$ cat src/rtl/ray_box_slab_intersection_macros.svh
// Assertion macros shared by the ray/box slab test RTL
`ifndef RAY_BOX_SLAB_INTERSECTION_MACROS_SVH
`define RAY_BOX_SLAB_INTERSECTION_MACROS_SVH

// same-cycle implication, disabled during reset
`define RBSI_ASSERT_IMP(lbl, ante, cons) \
  lbl: assert property (@(posedge clk) disable iff (!rst_n) (ante) |-> (cons)) \
    else $error("rbsi assertion failed");

// next-cycle implication, disabled during reset
`define RBSI_ASSERT_NXT(lbl, ante, cons) \
  lbl: assert property (@(posedge clk) disable iff (!rst_n) (ante) |=> (cons)) \
    else $error("rbsi assertion failed");

`endif

$ cat src/rtl/rbsi_pkg.sv
// Package: constants, register codes and stage enable types for the slab test
package rbsi_pkg;

  localparam int COORD_BITS_DEF = 32;
  localparam int FRAC_BITS_DEF  = 16;
  localparam int CFG_IDX_BITS   = 3;

  localparam logic [CFG_IDX_BITS-1:0] REG_BOX_LOW_X  = 3'd0;
  localparam logic [CFG_IDX_BITS-1:0] REG_BOX_LOW_Y  = 3'd1;
  localparam logic [CFG_IDX_BITS-1:0] REG_BOX_LOW_Z  = 3'd2;
  localparam logic [CFG_IDX_BITS-1:0] REG_BOX_HIGH_X = 3'd3;
  localparam logic [CFG_IDX_BITS-1:0] REG_BOX_HIGH_Y = 3'd4;
  localparam logic [CFG_IDX_BITS-1:0] REG_BOX_HIGH_Z = 3'd5;

  typedef struct packed {
    logic s1;
    logic s2;
    logic s3;
  } slab_en_t;

  typedef struct packed {
    logic s4;
    logic s5;
    logic s6;
  } merge_en_t;

endpackage

$ cat src/rtl/rbsi_merge.sv
// Interval merge over three axes and the final hit test
module rbsi_merge import rbsi_pkg::*; #(
  parameter int COORD_BITS = COORD_BITS_DEF
) (
  input  logic                         clk,
  input  merge_en_t                    en,
  input  logic signed [COORD_BITS-1:0] xn,
  input  logic signed [COORD_BITS-1:0] xf,
  input  logic signed [COORD_BITS-1:0] yn,
  input  logic signed [COORD_BITS-1:0] yf,
  input  logic signed [COORD_BITS-1:0] zn,
  input  logic signed [COORD_BITS-1:0] zf,
  input  logic [COORD_BITS-2:0]        limit,
  output logic                         hit,
  output logic signed [COORD_BITS-1:0] entry
);

  localparam int CB = COORD_BITS;

  logic                 miss4_r, miss4_nxt, miss5_r, miss5_nxt, hit_r, hit_nxt;
  logic signed [CB-1:0] tmin4_r, tmax4_r, tmin4_nxt, tmax4_nxt;
  logic signed [CB-1:0] zn4_r, zf4_r;
  logic signed [CB-1:0] tmin5_r, tmax5_r, tmin5_nxt, tmax5_nxt;
  logic signed [CB-1:0] entry_r, entry_nxt;
  logic [CB-2:0]        lim4_r, lim5_r;

  always_comb begin
    miss4_nxt = (xn > yf) || (yn > xf);
    tmin4_nxt = (yn > xn) ? yn : xn;
    tmax4_nxt = (yf < xf) ? yf : xf;
    miss5_nxt = miss4_r || (tmin4_r > zf4_r) || (zn4_r > tmax4_r);
    tmin5_nxt = (zn4_r > tmin4_r) ? zn4_r : tmin4_r;
    tmax5_nxt = (zf4_r < tmax4_r) ? zf4_r : tmax4_r;
    hit_nxt   = !miss5_r && (tmax5_r >= 0) && (tmin5_r < $signed({1'b0, lim5_r}));
    entry_nxt = hit_nxt ? tmin5_r : '0;
  end

  always_ff @(posedge clk) begin
    if (en.s4) begin
      miss4_r <= miss4_nxt;
      tmin4_r <= tmin4_nxt;
      tmax4_r <= tmax4_nxt;
      zn4_r   <= zn;
      zf4_r   <= zf;
      lim4_r  <= limit;
    end
    if (en.s5) begin
      miss5_r <= miss5_nxt;
      tmin5_r <= tmin5_nxt;
      tmax5_r <= tmax5_nxt;
      lim5_r  <= lim4_r;
    end
    if (en.s6) begin
      hit_r   <= hit_nxt;
      entry_r <= entry_nxt;
    end
  end

  assign hit   = hit_r;
  assign entry = entry_r;

endmodule

$ cat config.mk
export PLATFORM = sky130hd
export DESIGN_NAME = rbsi_merge
export DESIGN_NICKNAME = d
export VERILOG_FILES = /design/src/rtl/ray_box_slab_intersection_macros.svh /design/src/rtl/rbsi_pkg.sv /design/src/rtl/rbsi_merge.sv
export SDC_FILE = /design/constraint.sdc
export NUM_CORES = 1
export LEC_CHECK = 0
export BUFFER_PORTS_ARGS = -buffer_cell sky130_fd_sc_hd__buf_2
export CAP_MARGIN = 15
export CORE_ASPECT_RATIO = 1.4
export CORE_UTILIZATION = 45
export CTS_BUF_LIST = sky130_fd_sc_hd__clkbuf_2 sky130_fd_sc_hd__clkbuf_4 sky130_fd_sc_hd__clkbuf_8
export CTS_CLUSTER_DIAMETER = 30
export DETAILED_ROUTE_END_ITERATION = 7
export GPL_TIMING_DRIVEN = 1
export PLACE_DENSITY = 0.65
export SYNTH_ARGS = -nofsm -noshare
export SYNTH_HDL_FRONTEND = slang
export SYNTH_SLANG_ARGS = --single-unit
$ cat constraint.sdc
create_clock -name clk -period 3.46 [get_ports clk]
set_input_delay 0.346 -clock clk [delete_from_list [all_inputs] [get_ports clk]]
set_output_delay 0.346 -clock clk [all_outputs]
set_load 0.03 [all_outputs]
==> flow_summary.yaml, run 1 <==
layout:
  synthToLayoutAreaGrowth_pct: 22.56
  final_standard_cell_count_with_taps_included_and_fillers_excluded: 2520
  fin_nets: 2515
  drive_gt1_share_pct: 21.09
  layout.filler_cells: 3298
place:
  placement.io_buffers: 259
  dp_hpwl_mm: 36.96
  pre_cts_ws_ns: 0.09998
  placedCellCount: 2331
  place_congestion: 0.9175
detailed_routing:
  via_count_of_the_routed_design: 13990
  detail_route.first_pass.iterations: 5
  detail_route.drc_violations: 0
  route.detailed.wl_per_inst_microns: 18.93
  detailedRoute.firstIterationViolations: 945
  drt-vias-per-instance: 5.551
  finalWirelength_mm: 47.70
  detail-route-antenna-nets: 0
sta:
  setup_ws_ns: 0.3314
  finalMaxSlewViolations: 0
  grt_setup_unrepaired: "no"
  finalCriticalPeriod_ns: 3.129
  worst_slew_margin_rel_pct: 34.37
  timing.final.setup_violations: 0
  max_freq_mhz: 319.6
  worst_clock_skew_ns: 0.01945
  final.period_utilization_pct: 90.42
  final_hold_viol_count: 0
  totalNegativeSetupSlack_ns: 0
  max_slew.worst_pin.slew_ns: 0.9845
yosys:
  synth.largest_area_cell: "sky130_fd_sc_hd__edfxtp_1"
  dominantRegCellSynth: "sky130_fd_sc_hd__edfxtp_1"
  post_synth_edffs: 258
  ys_ff_latch: 258
  yosysTopAreaCellShare_pct: 44.62
  synth_cell_type_count: 60
  async_reset_ff_share_pct: 0
  net_count_synth: 2133
  yosys_warnings: 0
  synth_area_leaders: "sky130_fd_sc_hd__edfxtp_1, sky130_fd_sc_hd__ha_1, sky130_fd_sc_hd__inv_1"
  synthCells: 1622
  synthesis.area_sq_um: 17360
  synth_sequential_area_ratio_pct: 44.62
  postSynthAreaPerCell_sq_um: 10.70
global_route:
  grt_antenna_before_repair: 3
  grt.total_usage_pct: 24.21
  overflow: 0
  grt_start_max_net_pins: 74
  grt_pass1_vias: 14100
  grt_first_pass_wirelength_mm: 73.88
die:
  rows: 84
  die_h_microns: 234.4
  die_area_sq_um: 39380
  initial_core_util_pct: 45.89
  floorplan.io_pins: 260
  die_width_microns: 168.0
  floorplan.core_area_sq_um: 37840
critical_path:
  type_of_origin_of_the_critical_path: "flop"
  worstPathArrival_ns: 3.47
  timing.critical_path.required_ns: 3.80
  crit_fanout: 31
  category_of_the_critical_setup_timing_path: "reg2reg"
  end_kind: "flop"
cts:
  ctsLongestPathBuffers: 3
  clock_root_buffer: "sky130_fd_sc_hd__clkbuf_8"
  cts_tree: "yes"
  htreeDepth: 2
  clock_latency_reported_for_the_late_side_of_the_worst_skew_pair_ns: 0.60
  cts_post_setup_buffers_inserted: 0
  clk_pin_slew_ns: 0.06
  cts_made_buffers: 49
  cts_num_sinks: 258
power_and_ir_drop:
  power-per-cell-area_nw_per_um2: 467.4
  seq_power_share_pct: 41.8
  clkPwrFrac_pct: 32.0
  internal_pwr_total_uw: 6812
  power.ir.vdd_worst_uv: 228.0
  netSwitchingPower_uw: 3135
  power.leakage_uw: 0.009936
  comb_power_share_pct: 26.2
  power.switching_fraction_pct: 31.52
run_status:
  run_status: "finished, final reports clean"
run:
  max_cap_violations: 0
hold_path:
  holdCritPathClass: "in2reg"
## critical path: stages, from the launching register on
cell and delay, ns:
sky130_fd_sc_hd__edfxtp_1 0.49, sky130_fd_sc_hd__ha_1 0.37, sky130_fd_sc_hd__nand4_1 0.21, sky130_fd_sc_hd__nor3_1 0.26, sky130_fd_sc_hd__inv_1 0.11, sky130_fd_sc_hd__o221ai_1 0.26, sky130_fd_sc_hd__a21oi_1 0.18, sky130_fd_sc_hd__or3b_4 0.62
sky130_fd_sc_hd__o221a_2 0.35
## cell families (layout without fill, tap and decap cells)
family | count (synthesis) | in the layout | synth area share, %
fa+ha+maj | 284 | 284 | 20.47
compound gates | 371 | 371 | 15.23
mux | 32 | 32 | 1.874
flops | 258 | 258 | 44.62
other cells | 0 | 3 | 0
buf+inv | 298 | 720 | 6.666
xor+xnor | 2 | 2 | 0.1009
simple gates | 377 | 377 | 11.04
## cell type report
class                   instances  area (sq um)  share of cell area, %
diodes                          3         7.507                0.03528
well taps                     473         591.8                  2.781
flip-flops and latches        258          7747                  36.41
clock buffers                  55         719.4                  3.381
clock inverters                36         332.8                  1.564
repair buffers                379          2466                  11.59
inverters                     250         938.4                  4.410
multi-input cells            1066          8476                  39.83
## layer usage
layer / vias up / track usage (%) / part of all wire, %
met5: - / 0 / 0
met4: 0 / 10.01 / 3.5
met3: 102 / 2.387 / 4.2
met2: 430 / 44.73 / 51
met1: 6603 / 28.69 / 41
li1: 6853 / - / -
## placed cells by master (no fill, tap or decap), types with 23 or more instances in the layout
cell type and instances:
sky130_fd_sc_hd__mux2i_1 31, sky130_fd_sc_hd__inv_1 250, sky130_fd_sc_hd__buf_2 258, sky130_fd_sc_hd__nand3_1 24, sky130_fd_sc_hd__a21o_1 33, sky130_fd_sc_hd__nand4_1 51, sky130_fd_sc_hd__nor2_1 86, sky130_fd_sc_hd__nand2_1 59
sky130_fd_sc_hd__o21bai_1 33, sky130_fd_sc_hd__clkbuf_8 49, sky130_fd_sc_hd__buf_4 23, sky130_fd_sc_hd__dlygate4sd3_1 95, sky130_fd_sc_hd__nor2b_1 36, sky130_fd_sc_hd__o221a_2 54, sky130_fd_sc_hd__edfxtp_1 258, sky130_fd_sc_hd__o21ai_0 63
sky130_fd_sc_hd__a21oi_1 114, sky130_fd_sc_hd__ha_1 284, sky130_fd_sc_hd__nor3_1 77
## synth_stat cells (24+ instances only)
cell / n
sky130_fd_sc_hd__ha_1: 284
sky130_fd_sc_hd__edfxtp_1: 258
sky130_fd_sc_hd__inv_1: 250
sky130_fd_sc_hd__a21oi_1: 115
sky130_fd_sc_hd__nor2_1: 86
sky130_fd_sc_hd__nor3_1: 77
sky130_fd_sc_hd__o21ai_0: 64
sky130_fd_sc_hd__nand2_1: 59
sky130_fd_sc_hd__o221a_2: 54
sky130_fd_sc_hd__nand4_1: 51
sky130_fd_sc_hd__clkbuf_1: 38
sky130_fd_sc_hd__nor2b_1: 36
sky130_fd_sc_hd__a21o_1: 33
sky130_fd_sc_hd__o21bai_1: 33
sky130_fd_sc_hd__mux2i_1: 31
sky130_fd_sc_hd__nand3_1: 24
## state kept, by name, indices dropped and copies added (netlist names)
name     flops
tmax5_r      1
hit          1
zf4_r       32
tmin5_r     32
entry       32
miss4_r      1
tmax4_r     32
tmin4_r     32
lim4_r      31
lim5_r      31
miss5_r      1
zn4_r       32
## power by group through the flow
stage | sequential, uW | clock, uW | combinational, uW
after floorplan | 4180 | 0 | 1640
after detailed placement | 4220 | 0 | 2510
final | 4150 | 3180 | 2610
after global routing | 4190 | 3380 | 2930
after global placement | 4210 | 0 | 2410
after CTS | 4150 | 3250 | 2610
## per-stage QoR
stage	hold WS [ns]	instance area [sq um]	util [%]	power, uW
2_1_floorplan	0.4003	17360	-	5820
3_3_place_gp	0.4017	19270	50.92	6626
3_5_place_dp	0.4045	19270	50.92	6729
4_1_cts	0.07677	21270	56.21	10020
5_1_grt	0.09684	21280	56.24	10500
6_report	0.1025	21280	56.24	9947
## repair_timing
item | in CTS | in global routing
endpoints found under the hold margin | 95 | 0
endpoints found under the setup margin | 0 | 31
resized for setup | 0 | 1
hold buffers | 95 | 0
## worst paths after layout
kind | from | endpoint | slack [ns] | cells after the start
setup reg to reg | zn4_r[7] | tmin5_r[31] | 0.33 | 8
setup / recovery | zn4_r[7] | tmin5_r[31] | 0.33 | 8
hold / removal | xf[0] | tmax4_r[0] | 0.10 | 2
hold reg to reg | lim4_r[19] | lim5_r[19] | 0.42 | 0
(Power assumes the default switching activity.)
==> run 2: changes to the inputs <==
--- a/config.mk
+++ b/config.mk
@@ -8,12 +8,12 @@
 export BUFFER_PORTS_ARGS = -buffer_cell sky130_fd_sc_hd__buf_2
 export CAP_MARGIN = 15
 export CORE_ASPECT_RATIO = 1.4
-export CORE_UTILIZATION = 45
+export CORE_MARGIN = 4
+export CORE_UTILIZATION = 25
 export CTS_BUF_LIST = sky130_fd_sc_hd__clkbuf_2 sky130_fd_sc_hd__clkbuf_4 sky130_fd_sc_hd__clkbuf_8
 export CTS_CLUSTER_DIAMETER = 30
 export DETAILED_ROUTE_END_ITERATION = 7
 export GPL_TIMING_DRIVEN = 1
-export PLACE_DENSITY = 0.65
 export SYNTH_ARGS = -nofsm -noshare
 export SYNTH_HDL_FRONTEND = slang
 export SYNTH_SLANG_ARGS = --single-unit
==> run 2 against run 1 <==
Global-route usage shrank 8.7 points. Clock power up 40%. Core utilization decreased by 24 points. Cell count is 20% higher. Non-clock buffer count is 20 higher. Combinational power grew 5%. Clock skew shrank 0.0044 ns. Highest routed layer unchanged.
==> flow_summary.yaml, run 2 (same netlist as run 1, synthesis figures left out) <==
sta:
  finalCriticalPeriod_ns: 3.338
  timing.final.setup_violations: 0
  worst_slew_margin_rel_pct: 39.01
  worst_clock_skew_ns: 0.01505
  grt_setup_unrepaired: "no"
  max_freq_mhz: 299.6
  final_hold_viol_count: 0
  setup_ws_ns: 0.1217
  max_slew.worst_pin.slew_ns: 0.9149
  finalMaxSlewViolations: 0
  final.period_utilization_pct: 96.48
place:
  placement.io_buffers: 259
  place_congestion: 0.8984
  dp_hpwl_mm: 47.10
  pre_cts_ws_ns: -0.1320
critical_path:
  worst-r2r-cell-count: 9
  end_kind: "flop"
  timing.critical_path.cells: "buf_2, inv_1, ha_1, nand4_1, buf_4, or4_1, a221oi_2, a2111oi_1, o31a_1, o31ai_4, buf_12, mux2_4, dlygate4sd3_1"
  worstPathArrival_ns: 3.75
  worst_path_largest_cell_delay_ns: 0.60
  r2r_slack_ns: 0.51
  crit_fanout: 6
  crit-reg2reg-launch: "zn4_r[7]"
  critical_path.startpoint: "xf[12]"
  category_of_the_critical_setup_timing_path: "in2reg"
  crit_path_end: "tmax4_r[0]"
  worst_path_max_delay_cell: "sky130_fd_sc_hd__or4_1"
  timing.critical_path.required_ns: 3.87
  timing.rr.end: "tmin5_r[2]"
  type_of_origin_of_the_critical_path: "input pin"
detailed_routing:
  detail_route.first_pass.iterations: 5
  route.detailed.wl_per_inst_microns: 19.36
  finalWirelength_mm: 58.46
  detail_route.drc_violations: 0
  drt-vias-per-instance: 4.706
  via_count_of_the_routed_design: 14210
  detailedRoute.firstIterationViolations: 708
  detail-route-antenna-nets: 0
layout:
  drive_gt1_share_pct: 22.71
  leading_cell_type_in_the_layout_fill_and_taps_excluded: "sky130_fd_sc_hd__ha_1"
  layout.filler_cells: 7041
  postLayoutCoreUtil_pct: 32.71
  synthToLayoutAreaGrowth_pct: 29.78
  layout.cells.most_common_list: "sky130_fd_sc_hd__ha_1, sky130_fd_sc_hd__edfxtp_1, sky130_fd_sc_hd__buf_2"
  fin_nets: 2547
cts:
  cts_num_sinks: 258
  post_cts_resize_count: 0
  ctsLongestPathBuffers: 3
  cts_tree: "yes"
  clock_latency_reported_for_the_late_side_of_the_worst_skew_pair_ns: 0.66
  cts_made_buffers: 61
  clk_pin_slew_ns: 0.06
  clock_root_buffer: "sky130_fd_sc_hd__clkbuf_8"
  htreeDepth: 2
power_and_ir_drop:
  internal_pwr_total_uw: 7853
  power-per-cell-area_nw_per_um2: 504.1
  clkPwrFrac_pct: 39.1
  power.leakage_uw: 0.01029
  power.ir.vdd_worst_uv: 226.6
  power.switching_fraction_pct: 30.87
  netSwitchingPower_uw: 3506
  seq_power_share_pct: 36.9
  comb_power_share_pct: 24.0
global_route:
  grt_start_max_net_pins: 70
  grt_first_pass_wirelength_mm: 87.89
  overflow: 0
  grt_pass1_vias: 14790
  grt.total_usage_pct: 15.48
  grt_antenna_before_repair: 10
die:
  die_area_sq_um: 73790
  die_h_microns: 319.8
  initial_core_util_pct: 25.20
  die_width_microns: 230.7
  rows: 114
  floorplan.core_area_sq_um: 68890
  floorplan.io_pins: 260
run:
  max_cap_violations: 0
hold_path:
  holdCritPathClass: "in2reg"
run_status:
  run_status: "finished, final reports clean"
## run 2: critical path: cells and delay by family
family	cells	cell delay [ns]
adder cells (fa/ha/maj)	1	0.31
AO/OA/AOI/OAI	4	0.95
buffers and inverters	5	1.07
AND/OR/NAND/NOR	2	0.77
multiplexers	1	0.29
## run 2: layer usage
layer	track usage (%)	routed length (microns)
met1	18.11	24020
met2	28.64	30000
met3	2.512	2523
met4	5.148	1915
met5	0	0
## run 2: timing repair
item                                    CTS  global route
hold buffers                             98             0
endpoints found under the setup margin    0             0
hold endpoints to repair                 97             0
buffers inserted                          0             0
## run 2: cell type report
| cell class | count | area, sq um | share of cell area (%) |
|---|---|---|---|
| diodes | 4 | 10.01 | 0.04442 |
| clock buffers | 64 | 862.1 | 3.826 |
| clock inverters | 50 | 665.6 | 2.954 |
| inverters | 250 | 938.4 | 4.165 |
| multi-input cells | 1066 | 8473 | 37.61 |
| flip-flops and latches | 258 | 7747 | 34.38 |
| well taps | 928 | 1161 | 5.153 |
| repair buffers | 399 | 2674 | 11.87 |
## run 2: power by group through the flow
stage,Clock (uW),Sequential [uW],Combinational (uW)
after detailed placement,0,4260,2670
after CTS,4590,4200,2770
after floorplan,0,4180,1640
after global placement,0,4250,2570
final,4440,4190,2730
after global routing,4750,4230,3080
## run 2: worst min path at each step
stage,start,end,cells after the start
floorplan,lim4_r[0],lim5_r[0],0
global route,yf[27],tmax4_r[27],3
global placement,lim4_r[8],lim5_r[8],0
finish,yf[27],tmax4_r[27],3
CTS,yf[16],tmax4_r[16],3
detailed placement,lim4_r[4],lim5_r[4],0
## run 2: stage by stage
stage / area [sq um] / hold slack (ns) / TNS, ns / cells / total power [uW]
global route: 22530 / 0.03938 / 0 / 3018 / 12060
finish: 22530 / 0.07354 / 0 / 3019 / 11360
global placement: 20010 / 0.4034 / -0.01289 / 2803 / 6820
detailed placement: 20010 / 0.4045 / -2.503 / 2803 / 6924
CTS: 22520 / 0.005503 / 0 / 3015 / 11550
floorplan: 17360 / 0.4003 / 0 / 1622 / 5820
